### config.mk
export PLATFORM = sky130hd
export DESIGN_NAME = coastline_ring_stream_parser
export DESIGN_NICKNAME = d
export VERILOG_FILES = /design/src/design/crsp_pkg.sv /design/src/design/coastline_ring_stream_parser.sv
export SDC_FILE = /design/constraint.sdc
export NUM_CORES = 2
export LEC_CHECK = 0
export BUFFER_PORTS_ARGS = -buffer_cell sky130_fd_sc_hd__buf_4
export CELL_PAD_IN_SITES_DETAIL_PLACEMENT = 1
export CELL_PAD_IN_SITES_GLOBAL_PLACEMENT = 2
export CORE_MARGIN = 1.5
export CORE_UTILIZATION = 42
export CTS_BUF_LIST = sky130_fd_sc_hd__clkbuf_8 sky130_fd_sc_hd__clkbuf_16
export DETAILED_ROUTE_END_ITERATION = 10
export PLACE_DENSITY_LB_ADDON = 0.08
export SYNTH_ARGS = -nofsm -noshare
export SYNTH_HDL_FRONTEND = slang
export SYNTH_SLANG_ARGS = --single-unit
### constraint.sdc
create_clock -name clk -period 10.9 [get_ports clk]
set_input_delay 1.09 -clock clk [delete_from_list [all_inputs] [get_ports clk]]
set_output_delay 1.09 -clock clk [all_outputs]
set_load 0.02 [all_outputs]
### src/design/crsp_pkg.sv
// ----------------------------------------------------------------------------
// crsp_pkg
// Types and constants shared by the coastline ring stream parser.
// ----------------------------------------------------------------------------
package crsp_pkg;

    typedef enum logic [2:0] {
        PH_COUNT    = 3'd0,
        PH_LEVEL    = 3'd1,
        PH_NCOUNT   = 3'd2,
        PH_LON      = 3'd3,
        PH_LAT      = 3'd4,
        PH_FINISHED = 3'd5,
        PH_STOPPED  = 3'd6
    } phase_t;

    typedef enum logic [2:0] {
        KIND_HEADER    = 3'd0,
        KIND_POINT     = 3'd1,
        KIND_FINISHED  = 3'd2,
        KIND_BADCOUNT  = 3'd3,
        KIND_TRUNCATED = 3'd4
    } kind_t;

    typedef struct packed {
        kind_t       kind;
        logic [7:0]  level;
        logic [31:0] point_count;
        logic [31:0] lon_bits;
        logic [31:0] lat_bits;
        logic        last;
    } result_t;

    // result queue: four entries, input taken while two are free
    localparam int QDEPTH  = 4;
    localparam int QCNT_W  = 3;
    localparam logic [QCNT_W-1:0] QACCEPT_MAX = 3'd2;

    localparam result_t RESULT_ZERO = '{
        kind:        KIND_HEADER,
        level:       8'd0,
        point_count: 32'd0,
        lon_bits:    32'd0,
        lat_bits:    32'd0,
        last:        1'b0
    };

endpackage

### src/design/coastline_ring_stream_parser.sv
// ----------------------------------------------------------------------------
// coastline_ring_stream_parser
// Byte-serial parser for a coastline buffer: ring count, then per ring a
// level, a point count and raw lon/lat word pairs.
// ----------------------------------------------------------------------------
// Takes one byte per clock. Each byte is decoded in the cycle it is
// accepted and yields up to two results, which go into a four-entry result
// queue that drains one word per cycle on the output side. A byte is
// accepted whenever at least two queue entries are free, so the input runs
// at one byte per cycle for as long as the output keeps taking results; a
// stalled output holds the input back once the queue holds three results.
// Write total_length (cfg channel) only while the parser is idle; unenforced.
module coastline_ring_stream_parser
(
    input  logic        clk,
    input  logic        rst_n,

    input  logic        cfg_valid,
    output logic        cfg_ready,
    input  logic [31:0] total_length,

    input  logic        in_valid,
    output logic        in_ready,
    input  logic [7:0]  data_byte,

    output logic        out_valid,
    input  logic        out_ready,
    output logic [2:0]  kind,
    output logic [7:0]  level,
    output logic [31:0] point_count,
    output logic [31:0] lon_bits,
    output logic [31:0] lat_bits,
    output logic        last
);

    crsp_pkg::phase_t  phase_reg,  phase_next;
    logic [1:0]        bcnt_reg,   bcnt_next;
    logic [23:0]       asm_reg,    asm_next;
    logic [31:0]       lon_reg,    lon_next;
    logic [31:0]       rings_reg,  rings_next;
    logic [31:0]       points_reg, points_next;
    logic [31:0]       pos_reg,    pos_next;
    logic [7:0]        lvl_reg,    lvl_next;
    logic [31:0]       tlen_reg;

    crsp_pkg::result_t q_reg [crsp_pkg::QDEPTH];
    crsp_pkg::result_t q_next [crsp_pkg::QDEPTH];
    logic [crsp_pkg::QCNT_W-1:0] qcnt_reg, qcnt_next;

    logic        accept;
    logic        active;
    logic        final_byte;
    logic        word_done;
    logic [31:0] word;
    logic [31:0] left;
    logic        bad;
    logic        ring_last;

    logic              main_v, fin_v, trunc_v;
    crsp_pkg::result_t main_r, fin_r, trunc_r;
    crsp_pkg::result_t rec0, rec1;
    logic              push0, push1;
    logic              pop;
    logic [crsp_pkg::QCNT_W-1:0] base;

    assign cfg_ready  = 1'b1;
    assign in_ready   = (qcnt_reg <= crsp_pkg::QACCEPT_MAX);
    assign accept     = in_valid && in_ready;
    assign active     = (phase_reg != crsp_pkg::PH_FINISHED)
                     && (phase_reg != crsp_pkg::PH_STOPPED)
                     && (pos_reg < tlen_reg) && accept;
    assign final_byte = ((pos_reg + 32'd1) == tlen_reg);
    assign word_done  = (bcnt_reg == 2'd3);
    assign word       = {data_byte, asm_reg};
    // bytes left after this byte; position < length holds whenever active
    assign left       = tlen_reg - pos_reg - 32'd1;
    assign bad        = ({word, 3'b000} > {3'b000, left});
    assign ring_last  = (rings_reg == 32'd1);

    // next state
    always_comb
    begin
        phase_next  = phase_reg;
        bcnt_next   = bcnt_reg;
        asm_next    = asm_reg;
        lon_next    = lon_reg;
        rings_next  = rings_reg;
        points_next = points_reg;
        pos_next    = pos_reg;
        lvl_next    = lvl_reg;
        if (active)
        begin
            pos_next  = pos_reg + 32'd1;
            bcnt_next = bcnt_reg + 2'd1;
            case (bcnt_reg)
                2'd0:    asm_next[7:0]   = data_byte;
                2'd1:    asm_next[15:8]  = data_byte;
                2'd2:    asm_next[23:16] = data_byte;
                default: asm_next        = 24'd0;
            endcase
            case (phase_reg)
                crsp_pkg::PH_COUNT:
                begin
                    if (word_done)
                    begin
                        rings_next = word;
                        phase_next = (word == 32'd0) ? crsp_pkg::PH_FINISHED
                                                     : crsp_pkg::PH_LEVEL;
                    end
                end
                crsp_pkg::PH_LEVEL:
                begin
                    lvl_next   = data_byte;
                    asm_next   = 24'd0;
                    bcnt_next  = 2'd0;
                    phase_next = crsp_pkg::PH_NCOUNT;
                end
                crsp_pkg::PH_NCOUNT:
                begin
                    if (word_done)
                    begin
                        if (bad)
                        begin
                            phase_next = crsp_pkg::PH_STOPPED;
                        end
                        else if (word == 32'd0)
                        begin
                            points_next = word;
                            rings_next  = rings_reg - 32'd1;
                            phase_next  = ring_last ? crsp_pkg::PH_FINISHED
                                                    : crsp_pkg::PH_LEVEL;
                        end
                        else
                        begin
                            points_next = word;
                            phase_next  = crsp_pkg::PH_LON;
                        end
                    end
                end
                crsp_pkg::PH_LON:
                begin
                    if (word_done)
                    begin
                        lon_next   = word;
                        phase_next = crsp_pkg::PH_LAT;
                    end
                end
                crsp_pkg::PH_LAT:
                begin
                    if (word_done)
                    begin
                        points_next = points_reg - 32'd1;
                        if (points_reg == 32'd1)
                        begin
                            rings_next = rings_reg - 32'd1;
                            phase_next = ring_last ? crsp_pkg::PH_FINISHED
                                                   : crsp_pkg::PH_LEVEL;
                        end
                        else
                        begin
                            phase_next = crsp_pkg::PH_LON;
                        end
                    end
                end
                default:
                begin
                    phase_next = phase_reg;
                end
            endcase
            if (final_byte && (phase_next != crsp_pkg::PH_FINISHED)
                && (phase_next != crsp_pkg::PH_STOPPED))
            begin
                phase_next = crsp_pkg::PH_STOPPED;
            end
        end
    end

    // results of this byte
    always_comb
    begin
        main_v  = 1'b0;
        fin_v   = 1'b0;
        main_r  = crsp_pkg::RESULT_ZERO;
        fin_r   = crsp_pkg::RESULT_ZERO;
        trunc_r = crsp_pkg::RESULT_ZERO;
        fin_r.kind   = crsp_pkg::KIND_FINISHED;
        trunc_r.kind = crsp_pkg::KIND_TRUNCATED;
        if (active && word_done)
        begin
            case (phase_reg)
                crsp_pkg::PH_COUNT:
                begin
                    main_v      = (word == 32'd0);
                    main_r.kind = crsp_pkg::KIND_FINISHED;
                end
                crsp_pkg::PH_NCOUNT:
                begin
                    main_v             = 1'b1;
                    main_r.kind        = bad ? crsp_pkg::KIND_BADCOUNT
                                             : crsp_pkg::KIND_HEADER;
                    main_r.level       = lvl_reg;
                    main_r.point_count = word;
                    fin_v              = !bad && (word == 32'd0) && ring_last;
                end
                crsp_pkg::PH_LAT:
                begin
                    main_v          = 1'b1;
                    main_r.kind     = crsp_pkg::KIND_POINT;
                    main_r.lon_bits = lon_reg;
                    main_r.lat_bits = word;
                    fin_v           = (points_reg == 32'd1) && ring_last;
                end
                default:
                begin
                    main_v = 1'b0;
                end
            endcase
        end
    end

    assign trunc_v = active && final_byte
                  && (phase_next == crsp_pkg::PH_STOPPED)
                  && !(main_v && (main_r.kind == crsp_pkg::KIND_BADCOUNT));

    always_comb
    begin
        rec0  = main_v ? main_r : (fin_v ? fin_r : trunc_r);
        rec1  = (main_v && fin_v) ? fin_r : trunc_r;
        push0 = main_v || fin_v || trunc_v;
        push1 = (main_v && (fin_v || trunc_v)) || (fin_v && trunc_v);
        rec0.last = !push1;
        rec1.last = 1'b1;
    end

    // result queue, head at entry 0
    assign pop  = (qcnt_reg != '0) && out_ready;
    assign base = qcnt_reg - {{(crsp_pkg::QCNT_W-1){1'b0}}, pop};

    always_comb
    begin
        for (int i = 0; i < crsp_pkg::QDEPTH; i++)
        begin
            if (pop && (i < crsp_pkg::QDEPTH - 1))
            begin
                q_next[i] = q_reg[i + 1];
            end
            else
            begin
                q_next[i] = q_reg[i];
            end
            if (push0 && (base == crsp_pkg::QCNT_W'(i)))
            begin
                q_next[i] = rec0;
            end
            if (push1 && (base + 3'd1 == crsp_pkg::QCNT_W'(i)))
            begin
                q_next[i] = rec1;
            end
        end
        qcnt_next = base + {2'b00, push0} + {2'b00, push1};
    end

    always_ff @(posedge clk or negedge rst_n)
    begin
        if (!rst_n)
        begin
            phase_reg  <= crsp_pkg::PH_COUNT;
            bcnt_reg   <= 2'd0;
            asm_reg    <= 24'd0;
            rings_reg  <= 32'd0;
            points_reg <= 32'd0;
            pos_reg    <= 32'd0;
            lvl_reg    <= 8'd0;
            tlen_reg   <= 32'd0;
            qcnt_reg   <= '0;
        end
        else
        begin
            phase_reg  <= phase_next;
            bcnt_reg   <= bcnt_next;
            asm_reg    <= asm_next;
            rings_reg  <= rings_next;
            points_reg <= points_next;
            pos_reg    <= pos_next;
            lvl_reg    <= lvl_next;
            qcnt_reg   <= qcnt_next;
            if (cfg_valid && cfg_ready)
            begin
                tlen_reg <= total_length;
            end
        end
    end

    always_ff @(posedge clk)
    begin
        lon_reg <= lon_next;
        for (int i = 0; i < crsp_pkg::QDEPTH; i++)
        begin
            q_reg[i] <= q_next[i];
        end
    end

    assign out_valid   = (qcnt_reg != '0);
    assign kind        = q_reg[0].kind;
    assign level       = q_reg[0].level;
    assign point_count = q_reg[0].point_count;
    assign lon_bits    = q_reg[0].lon_bits;
    assign lat_bits    = q_reg[0].lat_bits;
    assign last        = q_reg[0].last;

    // checks
    a_qcnt_range: assert property (@(posedge clk) disable iff (!rst_n)
        qcnt_reg <= crsp_pkg::QCNT_W'(crsp_pkg::QDEPTH))
        else $error("result queue count out of range");

    a_finished_holds: assert property (@(posedge clk) disable iff (!rst_n)
        phase_reg == crsp_pkg::PH_FINISHED |=> phase_reg == crsp_pkg::PH_FINISHED)
        else $error("parser left finished state");

    a_stopped_holds: assert property (@(posedge clk) disable iff (!rst_n)
        phase_reg == crsp_pkg::PH_STOPPED |=> phase_reg == crsp_pkg::PH_STOPPED)
        else $error("parser left stopped state");

    a_pos_idle: assert property (@(posedge clk) disable iff (!rst_n)
        !accept |=> $stable(pos_reg))
        else $error("position moved without a byte");

    a_end_is_last: assert property (@(posedge clk) disable iff (!rst_n)
        out_valid && (kind == crsp_pkg::KIND_FINISHED
                      || kind == crsp_pkg::KIND_BADCOUNT
                      || kind == crsp_pkg::KIND_TRUNCATED) |-> last)
        else $error("terminal result not flagged last");

endmodule

-- After elaboration in Yosys (flattened, before gate mapping)
Memory sizes are Yosys's and may differ from the RTL's.
Cells that the tools add are included.
- flip-flop bits (word level): 200
- word-level logic and storage cells: 161
- input port bits: 45
- output and inout bits: 111
- memories kept: 1
- bits in writable memories: 432
- $lt $le $gt $ge: 3
- add/sub/neg operators: 10
- equal/unequal tests: 31
- reduce and logical (&&, ||, !) cells: 52
- multiplexer cells: 52
- memory list (memory ; words ; bits a word ; read ports ; clocked after memory_dff ; wr ports ; RTL line ; source):
    q_reg ; 4 ; 108 ; 4 ; 0 ; 4 ; coastline_ring_stream_parser.sv:46 ; crsp_pkg::result_t q_reg [crsp_pkg::QDEPTH];
- operators with widths (cell ; number):
    $mux W108 ; 14
    $mux W32 ; 9
    $mux W106 ; 1
    $pmux W32 S3 ; 1
    $sub A32 B1 Y32 const B ; 3
    $eq A32 B1 Y1 const B ; 2
    $mux W64 ; 1
    $pmux W32 S2 ; 1
    $pmux W8 S2 ; 3
    $mux W40 ; 1
    $mux W3 ; 12
    $gt A35 B32 Y1 ; 1
    $add A32 B1 Y32 const B ; 1
    $eq A32 B32 Y1 ; 1
    $logic_not A32 Y1 ; 1
    $lt A32 B32 Y1 ; 1
    $sub A32 B32 Y32 ; 1
    $logic_and A1 B1 Y1 ; 26
    $mux W24 ; 1
    $eq A3 B2 Y1 const B ; 7
    $pmux W3 S5 ; 1
    $ne A2 B2 Y1 const B ; 6
    $ne A3 B3 Y1 const B ; 4
    $eq A3 B1 Y1 const B ; 3
    24 further kinds ; 46

-- Depth between registers and ports, before layout
- word-level depth: 21
- depth in mapped cells: 30
- depth with buffers taken out: 29

-- Worst setup path after synthesis
Ideal clock, no wire load.
- kind: flip-flop to flip-flop
- start: register pos_reg[4]
- end: register qcnt_reg[2] (netlist name)
- path slack: 4587 ps
- clock period less this slack: 6313 ps
- data arrival time: 6175 ps
- data required time: 10762 ps
- cell stages (with the launch flop): 30
- path buffers: 1
- setup time: 138 ps
- path through: dfrtp_1 > buf_2 > inv_1 > ha_1 > nor3_1 > nor3_1 > a211oi_1 > o31ai_1 > o21ai_0 > a211oi_1 > o22a_1 > a31o_2 > a211o_1 > a21oi_1 > xor2_1 > ha_1 > and2_1 > nand4_1 > nor4_1 > nand4_1 > o41a_1 > o21a_1 > o32ai_1 > nor2_1 > nor2_2 > o21ai_0 > fa_1 > inv_1 > ha_1 > xnor2_1
- cells in the longest elaborated chain, start to end: 19
- elaborated cells between the ends (all ways): 43
- classes of those cells: add/sub: 5; order compare: 2; eq/ne: 5; mux: 12; reduce/logical: 19
- RTL lines (element ; RTL line ; source):
    start, declared ; coastline_ring_stream_parser.sv:42 ; logic [31:0] pos_reg, pos_next;
    start signal, assigned ; coastline_ring_stream_parser.sv:284 ; pos_reg <= pos_next;
    branches (longest 18 deep; another with $gt A35 B32 Y1) ; -- ;
    $add A3 B1 Y3 (*) ; coastline_ring_stream_parser.sv:260 ; qcnt_next = base + {2'b00, push0} + {2'b00, push1};
    via qcnt_next, one bit ; coastline_ring_stream_parser.sv:48 ; logic [crsp_pkg::QCNT_W-1:0] qcnt_reg, qcnt_next;
    end signal, assigned ; coastline_ring_stream_parser.sv:286 ; qcnt_reg <= qcnt_next;
    end, declared ; coastline_ring_stream_parser.sv:48 ;
Mark *: on every way through the listed nets, which the timed path passes. The select of a mux whose other input is x is not followed.
A chain may end at the register's enable or synchronous reset.

==> metrics.md <==
| Metric | Value |
|---|---|
| CTS H-tree lvls | `3` |
| Worst Path Arrival | `8.51 ns` |
| Critical path peak fanout | `90` |
| RSZ-0062 raised after global routing | `no` |
| Synth Flop Type | `dfxtp_1` |
| Top cells by area, synth | `dfxtp_1 26%, dfrtp_1 13%, mux2i_1 10%` |
| Antenna violations before repair | `0` |
| Status | `finished, final reports clean` |
| Crit path max-delay family | `compound AO/OA/AOI/OAI gates` |
| GRT overflow | `0` |
| Critical Path RT | `between 10 and 15 ns` |
| Slew headroom | `about a fifth` |
| Syn Std Cell Area | `between 30000 and 40000 µm²` |
| I/O Buffers | `about 150` |
| Max reg flops | `approximately 430` |
| Final #Nets | `~3700` |
| Final Worst Setup Slack | `between 2 and 3 ns` |
| ANT cells | `0` |
| Longest Clk Path Bufs | `3` |
| Ys async rst share | `between 20% and 30%` |
| DR vias/cell | `roughly 6` |
| Clock skew | `between 0.02 and 0.025 ns` |
| Initial DRC Count | `~1900` |
| Final Hold Viols | `0` |
| Crit Path Class | `flip-flop to flip-flop` |
| Syn. warnings | `0` |
| Final Cycle Share | `75.1%` |
| Syn Inst Count | `approximately 3600` |
| Synth area leader | `dfxtp_1` |
| Sequential power share | `a little over a third` |
| Number of post-CTS setup repair buffers | `0` |
| I/O pins | `around 160` |
| Total power divided by cell area | `between 200 and 250 nW/µm²` |
| Most instantiated cells after synthesis | `563 x nor2_1, 424 x dfxtp_1, 321 x mux2i_1, 313 x o22a_1, 290 x nand2_1` |
| Fin crit period | `around 8.2 ns` |
| Placeable core area | `approximately 76000 µm²` |
| Dpl hpwl | `approximately 73 mm` |
| Crit. End Element | `flip-flop` |
| Switch share | `about two fifths` |
| Number of flops mapped to enable cells by yosys | `40` |
| CP Buf/Inv Count | `2` |
| Maximum clock rate | `0.122 GHz` |
| Largest net degree at the start of global routing | `~140` |
| Wire length per cell | `roughly 25 µm` |
| Die H | `280 µm` |
| Layout area overhead | `13.9%` |
| Clock sink total | `approximately 630` |
| Setup violations, final | `0` |
| Sequential share of the synthesized area | `between 40% and 50%` |
| Vias in the first global route | `around 29000` |
| Clk pwr share | `between 30% and 40%` |
| TritonCTS clock tree | `done` |
| Slowest cell on crit path | `a21oi_4` |
| Post-place setup slack | `roughly 2.8 ns` |
| Crit start category | `flip-flop` |
| Synth Net Count | `3709` |
| Starting density of the core | `about 42%` |
| Mean area per synthesized cell | `9.05 µm²` |
| Worst-path clk slew | `0.06 ns` |
| DRT Pass-1 Iters | `7` |
| Comb pwr share | `between 30 and 40%` |
| Die Width | `between 200 and 300 µm` |
| Hold_buf cts | `0` |
| Final slew viol count | `0` |
| Sum Neg Setup Slack | `0 ns` |
| Clk_lat worst skew | `0.63 ns` |
| Hold/Removal Path Class | `flip-flop to flip-flop` |
| Cell row count | `between 100 and 150` |
| Share of cells above drive strength 1 | `roughly a tenth` |
| Actual slew at the worst max-slew pin | `roughly 1.2 ns` |
| Internal | `around 0.0051 W` |
| Antenna violation net count after detailed routing | `0` |
| Most common cell in the netlist | `nor2_1` |
| DRC errors left | `0` |
| GRT Overall Usage | `between 20% and 30%` |
| Psw | `0.00324 W` |
| CTS root buf | `clkbuf_16` |
| Post-synthesis cell type count | `86` |
| Yosys top cell area share | `between 20% and 30%` |
| Gpl congestion | `0.883` |
| Global-route wire length before repair | `around 180 mm` |
| Peak supply drop | `0.165 mV` |
| Total of max-cap violations | `0` |
| Total wire length | `approximately 120 mm` |
| CP peak stage delay | `between 0.8 and 0.9 ns` |
| Total CTS buffers | `76` |
| Full die area | `78300 µm²` |
| Leak | `~15 nW` |
| Vias | `~28000` |
| CTS resizes | `0` |
| Seq cells post-synth | `632` |
| WHS | `roughly 0.5 ns` |
==> worst register-to-register path, delay by kind of cell (launching register included) <==
family | cells | cell delay [ns]
mux | 1 | 0.10
buf+inv | 2 | 0.68
simple gates | 6 | 1.26
compound gates | 14 | 4.58
xor+xnor | 1 | 0.09
fa+ha+maj | 2 | 0.66
flops | 1 | 0.53
==> metrics by stage <==
stage	instances	power (W)	instance area, µm²	utilization (%)
6_report	4655	0.00834	36700	48.3
3_5_place_dp	4515	0.00571	34100	44.9
4_1_cts	4655	0.00837	36700	48.3
5_1_grt	4655	0.00873	36700	48.3
3_3_place_gp	4515	0.00561	34100	44.9
2_1_floorplan	3559	0.00470	32200	-
==> worst paths after layout <==
check | slack (ns) | cells after the start | from | to
min in group asynchronous | 0.55 | 1 | rst_n | tlen_reg[14]
max reg2reg | 2.72 | 26 | pos_reg[4] | q_reg[0][106]
max in group asynchronous | 8.74 | 2 | rst_n | asm_reg[16]
min | 0.50 | 2 | points_reg[22] | points_reg[22]
max | 2.72 | 26 | pos_reg[4] | q_reg[0][106]
min reg2reg | 0.50 | 2 | points_reg[22] | points_reg[22]
==> routing by layer <==
layer | part of all wire [%] | vias to the layer above | global-route usage (%)
li1 | - | 12800 | -
met1 | 45 | 14300 | 38.3
met2 | 48 | 657 | 48.8
met3 | 4.3 | 203 | 3.42
met4 | 3.3 | 0 | 9.91
met5 | 0 | - | 0
==> final cells by class <==
type	instances	area (µm²)
clock inverters	42	360
inverters	90	338
fillers	8594	39300
well taps	1030	1290
clock buffers	98	2240
repair buffers	204	1600
flip-flops and latches	632	13900
multi-input cells	2559	17000
==> kinds of logic (layout without fill, tap and decap cells) <==
| logic type | count (synthesis) | in the layout | share of synthesized area [%] |
|---|---|---|---|
| simple gates | 1116 | 1116 | 14.9 |
| compound gates | 908 | 908 | 20.3 |
| flops | 632 | 632 | 43.2 |
| buf+inv | 368 | 434 | 4.51 |
| mux | 333 | 333 | 10.4 |
| fa+ha+maj | 105 | 105 | 4.13 |
| xor+xnor | 96 | 96 | 2.61 |
| other cells | 1 | 1 | 0.0116 |
==> cell usage in the layout (no fill, tap or decap), types with 22 or more instances in the layout <==
| cell | count |
|---|---|
| nor2_1 | 562 |
| nor4_1 | 22 |
| mux2i_1 | 321 |
| a21o_1 | 29 |
| clkbuf_16 | 79 |
| ha_1 | 103 |
| dfxtp_1 | 424 |
| nor3_1 | 62 |
| nand2_1 | 287 |
| xnor2_1 | 71 |
| nand3_1 | 49 |
| xor2_1 | 25 |
| a21oi_1 | 124 |
| a22oi_1 | 122 |
| buf_4 | 198 |
| o21ai_0 | 177 |
| o22a_1 | 313 |
| inv_1 | 104 |
| edfxtp_1 | 40 |
| dfrtp_1 | 168 |
==> power by group through the flow <==
| stage | Clock, W | Sequential, W | Combinational (W) |
|---|---|---|---|
| 5_1_grt | 0.00278 | 0.00307 | 0.00289 |
| 2_1_floorplan | 0 | 0.00294 | 0.00175 |
| 3_5_place_dp | 0 | 0.00306 | 0.00265 |
| 3_3_place_gp | 0 | 0.00304 | 0.00256 |
| 6_report | 0.00263 | 0.00303 | 0.00268 |
| 4_1_cts | 0.00269 | 0.00302 | 0.00266 |
Note: power is estimated with default switching activity, not from simulation.
